### src/rtl/core/crs_pkg.sv
// shared types, constants and gf(2^8) helpers for the cauchy rs parity encoder
package crs_pkg;

    localparam int MAX_DATA_BLOCKS   = 16;
    localparam int MAX_PARITY_BLOCKS = 8;

    localparam int BYTE_W   = 8;
    localparam int BIDX_W   = 4;
    localparam int PIDX_W   = 3;
    localparam int DCNT_W   = 5;
    localparam int PCNT_W   = 4;
    localparam int COEF_W   = 5;
    localparam int COEF_N   = 1 << COEF_W;

    // field polynomial 0x11d, the top bit drops out of an 8-bit shift
    localparam logic [8:0] GF_POLY = 9'h11D;
    localparam logic [8:0] GF_TOP  = 9'h100;

    // register indexes of the configuration port
    localparam logic REG_DATA_COUNT   = 1'b0;
    localparam logic REG_PARITY_COUNT = 1'b1;

    localparam int QUEUE_DEPTH = 4;
    localparam int QPTR_W      = $clog2(QUEUE_DEPTH);
    localparam int QCNT_W      = $clog2(QUEUE_DEPTH + 1);

    typedef logic [COEF_N-1:0][BYTE_W-1:0] inv_table_t;

    // clamped configuration seen by front and back
    typedef struct packed {
        logic [DCNT_W-1:0] eff_data;
        logic [PCNT_W-1:0] eff_parity;
    } crs_cfg_t;

    // one classified item: products for every parity lane
    typedef struct packed {
        logic                                    col_end;
        logic [MAX_PARITY_BLOCKS-1:0][BYTE_W-1:0] prod;
    } crs_entry_t;

    // carry-less multiply reduced by the field polynomial
    function automatic logic [BYTE_W-1:0] gf_mul(input logic [BYTE_W-1:0] a,
                                                 input logic [BYTE_W-1:0] b);
        logic [BYTE_W-1:0] x;
        logic [BYTE_W-1:0] r;
        x = a;
        r = '0;
        for (int i = 0; i < BYTE_W; i++) begin
            if (b[i]) begin
                r = r ^ x;
            end
            if (x[BYTE_W-1]) begin
                x = (x << 1) ^ GF_POLY[BYTE_W-1:0];
            end else begin
                x = x << 1;
            end
        end
        return r;
    endfunction

    // inverse table over the small coefficient range, built at elaboration
    function automatic inv_table_t gf_build_inv_table();
        inv_table_t        t;
        logic [BYTE_W-1:0] r;
        logic [BYTE_W-1:0] base;
        logic [BYTE_W-1:0] e;
        for (int a = 0; a < COEF_N; a++) begin
            r    = 8'd1;
            base = BYTE_W'(a);
            e    = 8'd254;
            for (int j = 0; j < BYTE_W; j++) begin
                if (e[j]) begin
                    r = gf_mul(r, base);
                end
                base = gf_mul(base, base);
            end
            t[a] = (a == 0) ? '0 : r;
        end
        return t;
    endfunction

    localparam inv_table_t GF_INV_TABLE = gf_build_inv_table();

endpackage

### src/rtl/core/crs_front.sv
// front stage: takes input items, checks the block index, forms lane products
module crs_front
    import crs_pkg::*;
(
    input  logic                aclk,
    input  logic                aresetn,
    input  crs_cfg_t            cfg,
    input  logic                s_tvalid,
    output logic                s_tready,
    input  logic [BYTE_W-1:0]   data_byte,
    input  logic [BIDX_W-1:0]   block_index,
    input  logic                column_end,
    output logic                q_valid,
    input  logic                q_ready,
    output crs_entry_t          q_entry
);

    logic       stage_valid_reg;
    crs_entry_t stage_entry_reg;
    crs_entry_t entry_next;
    logic       hit;
    logic [COEF_W-1:0] col_sum;
    logic [COEF_W-1:0] coef_idx [MAX_PARITY_BLOCKS];

    assign s_tready = !stage_valid_reg || q_ready;
    assign q_valid  = stage_valid_reg;
    assign q_entry  = stage_entry_reg;

    // in range bytes feed every active lane with coefficient 1/(k ^ (idx + p))
    always_comb begin
        hit     = ({1'b0, block_index} < cfg.eff_data);
        col_sum = COEF_W'(block_index) + COEF_W'(cfg.eff_parity);
        entry_next.col_end = column_end;
        for (int k = 0; k < MAX_PARITY_BLOCKS; k++) begin
            coef_idx[k] = COEF_W'(k) ^ col_sum;
            if (hit && (PCNT_W'(k) < cfg.eff_parity)) begin
                entry_next.prod[k] = gf_mul(GF_INV_TABLE[coef_idx[k]], data_byte);
            end else begin
                entry_next.prod[k] = '0;
            end
        end
    end

    // stage register, refilled while the queue drains it
    always_ff @(posedge aclk) begin
        if (!aresetn) begin
            stage_valid_reg <= 1'b0;
        end else if (s_tvalid && s_tready) begin
            stage_valid_reg <= 1'b1;
        end else if (q_ready) begin
            stage_valid_reg <= 1'b0;
        end
    end

    always_ff @(posedge aclk) begin
        if (s_tvalid && s_tready) begin
            stage_entry_reg <= entry_next;
        end
    end

endmodule

### src/rtl/core/crs_queue.sv
// short item queue between front and back
module crs_queue
    import crs_pkg::*;
(
    input  logic       aclk,
    input  logic       aresetn,
    input  logic       in_valid,
    output logic       in_ready,
    input  crs_entry_t in_entry,
    output logic       out_valid,
    input  logic       out_ready,
    output crs_entry_t out_entry
);

    crs_entry_t        mem [QUEUE_DEPTH];
    logic [QPTR_W-1:0] wptr_reg;
    logic [QPTR_W-1:0] rptr_reg;
    logic [QCNT_W-1:0] count_reg;
    logic              push;
    logic              pop;

    assign in_ready  = (count_reg != QCNT_W'(QUEUE_DEPTH));
    assign out_valid = (count_reg != '0);
    assign out_entry = mem[rptr_reg];
    assign push      = in_valid && in_ready;
    assign pop       = out_valid && out_ready;

    // storage
    always_ff @(posedge aclk) begin
        if (push) begin
            mem[wptr_reg] <= in_entry;
        end
    end

    // pointers and fill level
    always_ff @(posedge aclk) begin
        if (!aresetn) begin
            wptr_reg  <= '0;
            rptr_reg  <= '0;
            count_reg <= '0;
        end else begin
            if (push) begin
                wptr_reg <= wptr_reg + QPTR_W'(1);
            end
            if (pop) begin
                rptr_reg <= rptr_reg + QPTR_W'(1);
            end
            if (push && !pop) begin
                count_reg <= count_reg + QCNT_W'(1);
            end else if (pop && !push) begin
                count_reg <= count_reg - QCNT_W'(1);
            end
        end
    end

endmodule

### src/rtl/core/crs_back.sv
// back end: parity accumulators and the parity emitter
module crs_back
    import crs_pkg::*;
(
    input  logic                aclk,
    input  logic                aresetn,
    input  crs_cfg_t            cfg,
    input  logic                q_valid,
    output logic                q_ready,
    input  crs_entry_t          q_entry,
    output logic                m_tvalid,
    input  logic                m_tready,
    output logic [BYTE_W-1:0]   parity_byte,
    output logic [PIDX_W-1:0]   parity_index,
    output logic                last
);

    logic [BYTE_W-1:0] acc_reg    [MAX_PARITY_BLOCKS];
    logic [BYTE_W-1:0] acc_sum    [MAX_PARITY_BLOCKS];
    logic [BYTE_W-1:0] shadow_reg [MAX_PARITY_BLOCKS];
    logic              busy_reg;
    logic [PIDX_W-1:0] pidx_reg;
    logic              pop;
    logic              emit;

    // a column end waits until the previous column is fully sent
    assign q_ready = !(q_entry.col_end && busy_reg);
    assign pop     = q_valid && q_ready;
    assign emit    = busy_reg && m_tready;

    assign m_tvalid     = busy_reg;
    assign parity_byte  = shadow_reg[0];
    assign parity_index = pidx_reg;
    assign last         = ({1'b0, pidx_reg} == (cfg.eff_parity - PCNT_W'(1)));

    always_comb begin
        for (int k = 0; k < MAX_PARITY_BLOCKS; k++) begin
            acc_sum[k] = acc_reg[k] ^ q_entry.prod[k];
        end
    end

    // accumulate, cleared after the column end item
    always_ff @(posedge aclk) begin
        if (!aresetn) begin
            for (int k = 0; k < MAX_PARITY_BLOCKS; k++) begin
                acc_reg[k] <= '0;
            end
        end else if (pop) begin
            for (int k = 0; k < MAX_PARITY_BLOCKS; k++) begin
                acc_reg[k] <= q_entry.col_end ? '0 : acc_sum[k];
            end
        end
    end

    // emitter control: load on column end, count parity items out
    always_ff @(posedge aclk) begin
        if (!aresetn) begin
            busy_reg <= 1'b0;
            pidx_reg <= '0;
        end else if (pop && q_entry.col_end) begin
            busy_reg <= (cfg.eff_parity != '0);
            pidx_reg <= '0;
        end else if (emit) begin
            if (last) begin
                busy_reg <= 1'b0;
            end
            pidx_reg <= pidx_reg + PIDX_W'(1);
        end
    end

    // shadow copy shifts toward the output slot
    always_ff @(posedge aclk) begin
        if (pop && q_entry.col_end) begin
            for (int k = 0; k < MAX_PARITY_BLOCKS; k++) begin
                shadow_reg[k] <= acc_sum[k];
            end
        end else if (emit) begin
            for (int k = 0; k < MAX_PARITY_BLOCKS - 1; k++) begin
                shadow_reg[k] <= shadow_reg[k+1];
            end
            shadow_reg[MAX_PARITY_BLOCKS-1] <= '0;
        end
    end

endmodule

### src/rtl/core/cauchy_rs_parity_encoder_core.sv
// top level of the cauchy reed-solomon gf(2^8) parity encoder
// Usage:
//   s_ channel carries one data byte per item with its data block index;
//   s_tlast marks the last byte of a column. For each column the m_ channel
//   returns parity_count parity bytes, parity block 0 first, m_tlast on the
//   final one. Bytes whose block index is at or above data_count add nothing.
//   cfg_ writes set data_count (index 0) and parity_count (index 1); write
//   them only while no item is in flight. cfg_ready is always high.
// Throughput: one input item per cycle while s_tready is high, set by the
//   front product stage and the back accumulators which each take one item
//   per cycle. Parity of one column streams out while the next column is
//   taken in; a column end item waits in the queue until the previous
//   column's last parity byte has gone out, so a column end item never
//   leaves the queue while the parity emitter is busy.
// Output: an accepted column end item passes the front stage register and the
//   queue, then the back loads its shadow copy and emits one parity byte per cycle while m_tready is high.
// Reset: accumulators clear, data_count and parity_count return to 1.
// A stalled m_ side holds the current parity byte; once the next column end
//   item reaches the head of the four entry queue, the items behind it fill
//   the queue and the front stage, and s_tready drops.
module cauchy_rs_parity_encoder_core
    import crs_pkg::*;
(
    input  logic        aclk,
    input  logic        aresetn,
    input  logic        s_tvalid,
    output logic        s_tready,
    input  logic [15:0] s_tdata,   // data_byte[7:0], block_index[11:8], zero pad
    input  logic        s_tlast,   // column_end
    output logic        m_tvalid,
    input  logic        m_tready,
    output logic [15:0] m_tdata,   // parity_byte[7:0], parity_index[10:8], zero pad
    output logic        m_tlast,   // last
    input  logic        cfg_valid,
    output logic        cfg_ready,
    input  logic        cfg_index,
    input  logic [4:0]  cfg_data
);

    logic [DCNT_W-1:0] data_count_reg;
    logic [PCNT_W-1:0] parity_count_reg;
    crs_cfg_t          cfg;
    logic              q_in_valid;
    logic              q_in_ready;
    crs_entry_t        q_in_entry;
    logic              q_out_valid;
    logic              q_out_ready;
    crs_entry_t        q_out_entry;
    logic [BYTE_W-1:0] parity_byte;
    logic [PIDX_W-1:0] parity_index;

    assign cfg_ready = 1'b1;

    // configuration registers
    always_ff @(posedge aclk) begin
        if (!aresetn) begin
            data_count_reg   <= DCNT_W'(1);
            parity_count_reg <= PCNT_W'(1);
        end else if (cfg_valid && cfg_ready) begin
            case (cfg_index)
                REG_DATA_COUNT:   data_count_reg   <= cfg_data[DCNT_W-1:0];
                REG_PARITY_COUNT: parity_count_reg <= cfg_data[PCNT_W-1:0];
                default:          ;
            endcase
        end
    end

    // clamp to the supported block counts
    always_comb begin
        cfg.eff_data   = (data_count_reg > DCNT_W'(MAX_DATA_BLOCKS)) ?
                         DCNT_W'(MAX_DATA_BLOCKS) : data_count_reg;
        cfg.eff_parity = (parity_count_reg > PCNT_W'(MAX_PARITY_BLOCKS)) ?
                         PCNT_W'(MAX_PARITY_BLOCKS) : parity_count_reg;
    end

    crs_front u_front (
        .aclk        (aclk),
        .aresetn     (aresetn),
        .cfg         (cfg),
        .s_tvalid    (s_tvalid),
        .s_tready    (s_tready),
        .data_byte   (s_tdata[7:0]),
        .block_index (s_tdata[11:8]),
        .column_end  (s_tlast),
        .q_valid     (q_in_valid),
        .q_ready     (q_in_ready),
        .q_entry     (q_in_entry)
    );

    crs_queue u_queue (
        .aclk      (aclk),
        .aresetn   (aresetn),
        .in_valid  (q_in_valid),
        .in_ready  (q_in_ready),
        .in_entry  (q_in_entry),
        .out_valid (q_out_valid),
        .out_ready (q_out_ready),
        .out_entry (q_out_entry)
    );

    crs_back u_back (
        .aclk         (aclk),
        .aresetn      (aresetn),
        .cfg          (cfg),
        .q_valid      (q_out_valid),
        .q_ready      (q_out_ready),
        .q_entry      (q_out_entry),
        .m_tvalid     (m_tvalid),
        .m_tready     (m_tready),
        .parity_byte  (parity_byte),
        .parity_index (parity_index),
        .last         (m_tlast)
    );

    assign m_tdata = {5'b0, parity_index, parity_byte};

    // parity index stays within the active parity count
    a_pidx_range: assert property (@(posedge aclk) disable iff (!aresetn)
        m_tvalid |-> ({1'b0, m_tdata[10:8]} < cfg.eff_parity))
        else $error("parity index beyond parity count");

    // the emitter goes quiet right after the final parity item
    a_last_ends: assert property (@(posedge aclk) disable iff (!aresetn)
        (m_tvalid && m_tready && m_tlast) |=> !m_tvalid)
        else $error("parity emitter still busy after last item");

    // a column end item never leaves the queue while parity is going out
    a_end_waits: assert property (@(posedge aclk) disable iff (!aresetn)
        (q_out_valid && q_out_ready && q_out_entry.col_end) |-> !m_tvalid)
        else $error("column end taken while previous column still emitting");

endmodule

### config.mk
export PLATFORM = sky130hd
export DESIGN_NAME = cauchy_rs_parity_encoder_core
export DESIGN_NICKNAME = d
export VERILOG_FILES = /design/src/rtl/core/crs_pkg.sv /design/src/rtl/core/crs_front.sv /design/src/rtl/core/crs_queue.sv /design/src/rtl/core/crs_back.sv /design/src/rtl/core/cauchy_rs_parity_encoder_core.sv
export SDC_FILE = /design/constraint.sdc
export NUM_CORES = 1
export LEC_CHECK = 0
export ABC_AREA = 0
export BUFFER_PORTS_ARGS = -buffer_cell sky130_fd_sc_hd__buf_4
export CAP_MARGIN = 20
export CORE_ASPECT_RATIO = 0.6
export CORE_MARGIN = 4
export CORE_UTILIZATION = 25
export CTS_CLUSTER_DIAMETER = 200
export DETAILED_ROUTE_END_ITERATION = 7
export PLACE_DENSITY = 0.47
export RECOVER_POWER = 25
export SLEW_MARGIN = 40
export SYNTH_ARGS = -nofsm -noshare
export SYNTH_HDL_FRONTEND = slang
export SYNTH_SLANG_ARGS = --single-unit
### constraint.sdc
create_clock -name aclk -period 11.8 [get_ports aclk]
set_input_delay 2.36 -clock aclk [delete_from_list [all_inputs] [get_ports aclk]]
set_output_delay 2.36 -clock aclk [all_outputs]
set_load 0.02 [all_outputs]
==> impl.org <==
** Status
- Result of the run :: complete, no violations

** Worst setup path
- Required time of the critical path :: 12.10 ns
- Counting stages on the worst path, the most repeated cell is sky130_fd_sc_hd__buf_4.
- Data arrives at the worst endpoint at 7.99 ns.
- Endpoint kind of the worst setup timing path :: flop
- The critical path goes through buf_4 > ha_1 > fa_1 > buf_4 > inv_1 > buf_4 > nor3_2 > nand2_1 > a31oi_1 > a41o_1 > xor2_2 > xor2_1 > nand2_1 > xnor2_1 > xnor3_1 > xnor2_1 > nor2_1.
- Highest net fanout along the worst path :: 45
- Kind of start point of the critical path :: input pin
- The cell family contributing the most delay on the critical path is XOR/XNOR gates.
- Critical-path top delay cell :: sky130_fd_sc_hd__nor3_2
- The worst setup path is of the in2reg kind.
- The largest single stage delay on the critical path is 0.80 ns.
- Counting both buffers and inverters, the worst setup path holds a total of 4.

** Drt
- Wires add up to 101 mm.
- Final ANT Viol Nets :: 0
- After detailed routing, the number of vias per cell comes to 4.84.
- Across all layers, the routed design uses 22400 vias.
- Number of remaining DRC errors :: 0
- First drt pass iteration count :: 6
- After the first detailed-routing iteration, the DRC count stood at 2611.
- Dividing the detail-routed wire length by the instance count gives 21.8 µm.

** Synth
- FFs w/ async S/R, synth :: 0
- sky130_fd_sc_hd__xnor2_1 is the most common cell in the netlist.
- Cell types with the largest area share after synthesis :: sky130_fd_sc_hd__edfxtp_1, sky130_fd_sc_hd__xnor2_1, sky130_fd_sc_hd__mux4_2, sky130_fd_sc_hd__nand2_1, sky130_fd_sc_hd__nor2_1
- In this run, synthesis inferred 453 flip-flops with an integrated enable.
- Number of distinct library cell variants in the gate-level netlist after synthesis :: 108
- The commonest cells after synthesis are sky130_fd_sc_hd__xnor2_1, sky130_fd_sc_hd__edfxtp_1, sky130_fd_sc_hd__nand2_1, sky130_fd_sc_hd__nor2_1, sky130_fd_sc_hd__a21oi_1.
- Post-synthesis sequential area ratio :: 0.450
- Biggest area consumer among synthesized cells :: sky130_fd_sc_hd__edfxtp_1
- Number of warning messages in the yosys log :: 0
- The cell area that synthesis handed to floorplanning was 31300 µm².
- Among all flip-flop cells after synthesis, the most frequent one is sky130_fd_sc_hd__edfxtp_1.
- Mapped Avg Cell Area :: 10.5 µm²
- The cell count after synthesis came out at 2977.
- Of the post-synthesis cell area, the dominant cell type holds 0.435.
- Post-synthesis register bit count :: 476

** Clocking
- After clock tree synthesis, the setup repair step added 0 buffers.
- In this run, post-CTS hold repair placed 0 buffers.
- The number of gates resized after CTS was 0.
- The H-tree was split into 2 levels.
- The tree is rooted in a sky130_fd_sc_hd__clkbuf_16.
- TritonCTS built the clock tree.
- Clock slew seen by the registers of the worst setup and hold paths :: 0.07 ns
- Clock latency on the worst-skew pair :: 0.56 ns
- Clock Sink Count :: 476
- The clock passes through at most 3 buffers.
- TritonCTS Buffers :: 39

** STA
- Final Hold Viols :: 0
- Setup repair after global routing left no endpoint under its margin.
- Relative slew slack :: 0.324
- The routed design could run at a clock period as short as 7.68 ns.
- At the pin with the least slew margin, the transition time is 1.01 ns.
- Final critical-path share of the clock period :: 0.651
- On the final layout, the worst hold slack is 0.500 ns.
- Setup violators final :: 0
- Clock skew after layout :: 0.0154 ns
- Max-slew violations :: 0
- After routing, the total negative slack on setup checks comes to 0 ns.
- Timing-limited maximum frequency :: 0.130 GHz

** GRT
- In the global route stage, overall resource usage came out at 0.150.
- The via count of the first global-routing pass was 21400.
- The initial antenna violation count was 1.
- For this run the aggregate overflow at the end of global routing stands at 0.
- Entering global routing, the biggest net connects 67 pins.
- Wire length of the first global-routing pass :: 149 mm

** Finish
- Max FFs per register :: 260
- Once layout is complete, the cells apart from fillers number 4615.
- In the final layout, the share of cells above drive strength 1 is 0.117.
- u_queue.mem holds more flip-flops than any other register.
- At the end of the flow the core is filled with cells to 0.279.
- The final layout contains 2952 nets.
- Area growth from synthesis to final layout :: 10.7%

** Floorplanning
- Initial standard-cell utilization of the core :: 0.252
- The core region is 124000 µm².
- Total number of placement rows :: 100
- Top-level port count :: 48
- Area enclosed by the die boundary :: 131000 µm²
- Horizontal extent of the die :: 465 µm
- Height of the die :: 282 µm

** Pwr
- Cell internal power was estimated by the tool at 5.45 mW.
- Of the total power, registers draw 0.278.
- Maximum resistive drop on vdd :: 0.000119 V
- Cell leakage power :: 11.6 nW
- Of the total power, the clock network draws 0.144.
- The share of total power dissipated in combinational logic is 0.579.
- The design draws 9.33 mW.
- Power per standard cell area :: 269 nW/µm²
- Of the total power, the share spent switching nets is 0.416.
- Switching power summed over all nets :: 3.88 mW

** Placement
- DP Cell Count :: 4542
- Final HPWL from detailed placement :: 68.8 mm
- Input and output buffers added on the ports amount to 37.
- Placer congestion estimate :: 0.968

** Min path
- The worst hold path belongs to the class reg2reg.

** Flow run
- Max-cap violations in this run came to 0.
==> cell type report <==
cell class                      count  area (µm²)
Inverter                           30         113
Antenna cell                        2        5.00
Fill cell                       13000       89500
Tap cell                         1683        2110
Clock inverter                     18         196
Clock buffer                       52        1070
Multi-Input combinational cell   2243       16200
Timing Repair Buffer              111         873
Sequential cell                   476       14100
==> power groups by stage <==
stage | combinational [mW] | sequential, mW | clock (mW)
after floorplan | 4.20 | 2.54 | 0
after global placement | 5.34 | 2.63 | 0
after detailed placement | 5.37 | 2.63 | 0
after CTS | 5.40 | 2.60 | 1.39
after global routing | 5.89 | 2.63 | 1.46
final | 5.40 | 2.59 | 1.34
==> per-layer routing <==
layer,part of all wire,GRT usage,up-vias
li1,-,-,10300
met1,0.53,0.242,11200
met2,0.38,0.196,747
met3,0.089,0.0483,61
met4,0.0071,0.0137,0
met5,0,0,-
==> worst paths after layout <==
check	start	end	slack, ns	depth (start not counted)
setup reg to reg	parity_count_reg[3]	u_front.q_entry[60]	5.05	18
setup / recovery	s_tdata[8]	u_front.q_entry[60]	4.12	17
hold reg to reg	u_front.q_entry[15]	u_queue.mem[2][15]	0.50	0
hold / removal	u_front.q_entry[15]	u_queue.mem[2][15]	0.50	0
==> worst register-to-register path, delay by kind of cell (launching register included) <==
kind                       cells  cell delay (ns)
DFF                            1             0.59
xor gates and xnor gates       5             1.57
and+or+nand+nor                5             1.67
buffers and inverters          4             1.02
adders and majority gates      2             0.81
AOI/OAI and AO/OA              2             0.84
==> layout by cell type (no fill, tap or decap), drive strengths merged, types with 6 or more instances in the layout <==
| master | Yosys | layout |
|---|---|---|
| xnor2 | 490 | 490 |
| edfxtp | 453 | 453 |
| nand2 | 381 | 381 |
| nor2 | 337 | 337 |
| a21oi | 165 | 165 |
| xor2 | 130 | 130 |
| o21ai | 117 | 117 |
| buf | 106 | 111 |
| mux4 | 66 | 66 |
| a22oi | 57 | 57 |
| mux2i | 56 | 56 |
| clkbuf | 126 | 52 |
| nor3 | 48 | 48 |
| nand3 | 36 | 36 |
| nand2b | 32 | 32 |
| inv | 27 | 29 |
| a211oi | 24 | 24 |
| dfxtp | 23 | 23 |
| ha | 21 | 21 |
| a31oi | 19 | 19 |
| xnor3 | 16 | 16 |
| and2 | 16 | 16 |
| a21o | 15 | 15 |
| clkinv | 3 | 15 |
| o22ai | 14 | 14 |
| o211ai | 14 | 14 |
| nor2b | 13 | 13 |
| mux2 | 12 | 12 |
| or2 | 11 | 11 |
| a21boi | 10 | 10 |
| a221oi | 10 | 10 |
| o221ai | 9 | 9 |
| and3 | 8 | 8 |
| a311oi | 7 | 7 |
| o31ai | 7 | 7 |
| nor4 | 7 | 7 |
| nand4 | 6 | 6 |
| o32a | 6 | 6 |
| conb | 2 | 6 |
| o311ai | 6 | 6 |
==> per-stage QoR <==
step                setup slack [ns]  instance area [µm²]
global route                    4.02                34600
floorplan                       4.78                31300
CTS                             4.33                34600
global placement                3.76                33200
detailed placement              3.75                33300
finish                          4.12                34600
==> cell families after synthesis <==
| group | Yosys count | synth area share |
|---|---|---|
| XOR/XNOR | 639 | 0.194 |
| multiplexers | 134 | 0.0702 |
| AND/OR/NAND/NOR | 909 | 0.123 |
| flip-flops | 476 | 0.450 |
| AO/OA/AOI/OAI | 532 | 0.115 |
| buffers and inverters | 262 | 0.0384 |
| adder cells (fa/ha/maj) | 23 | 0.00968 |
| other | 2 | 0.000240 |
(Power assumes the default switching activity.)
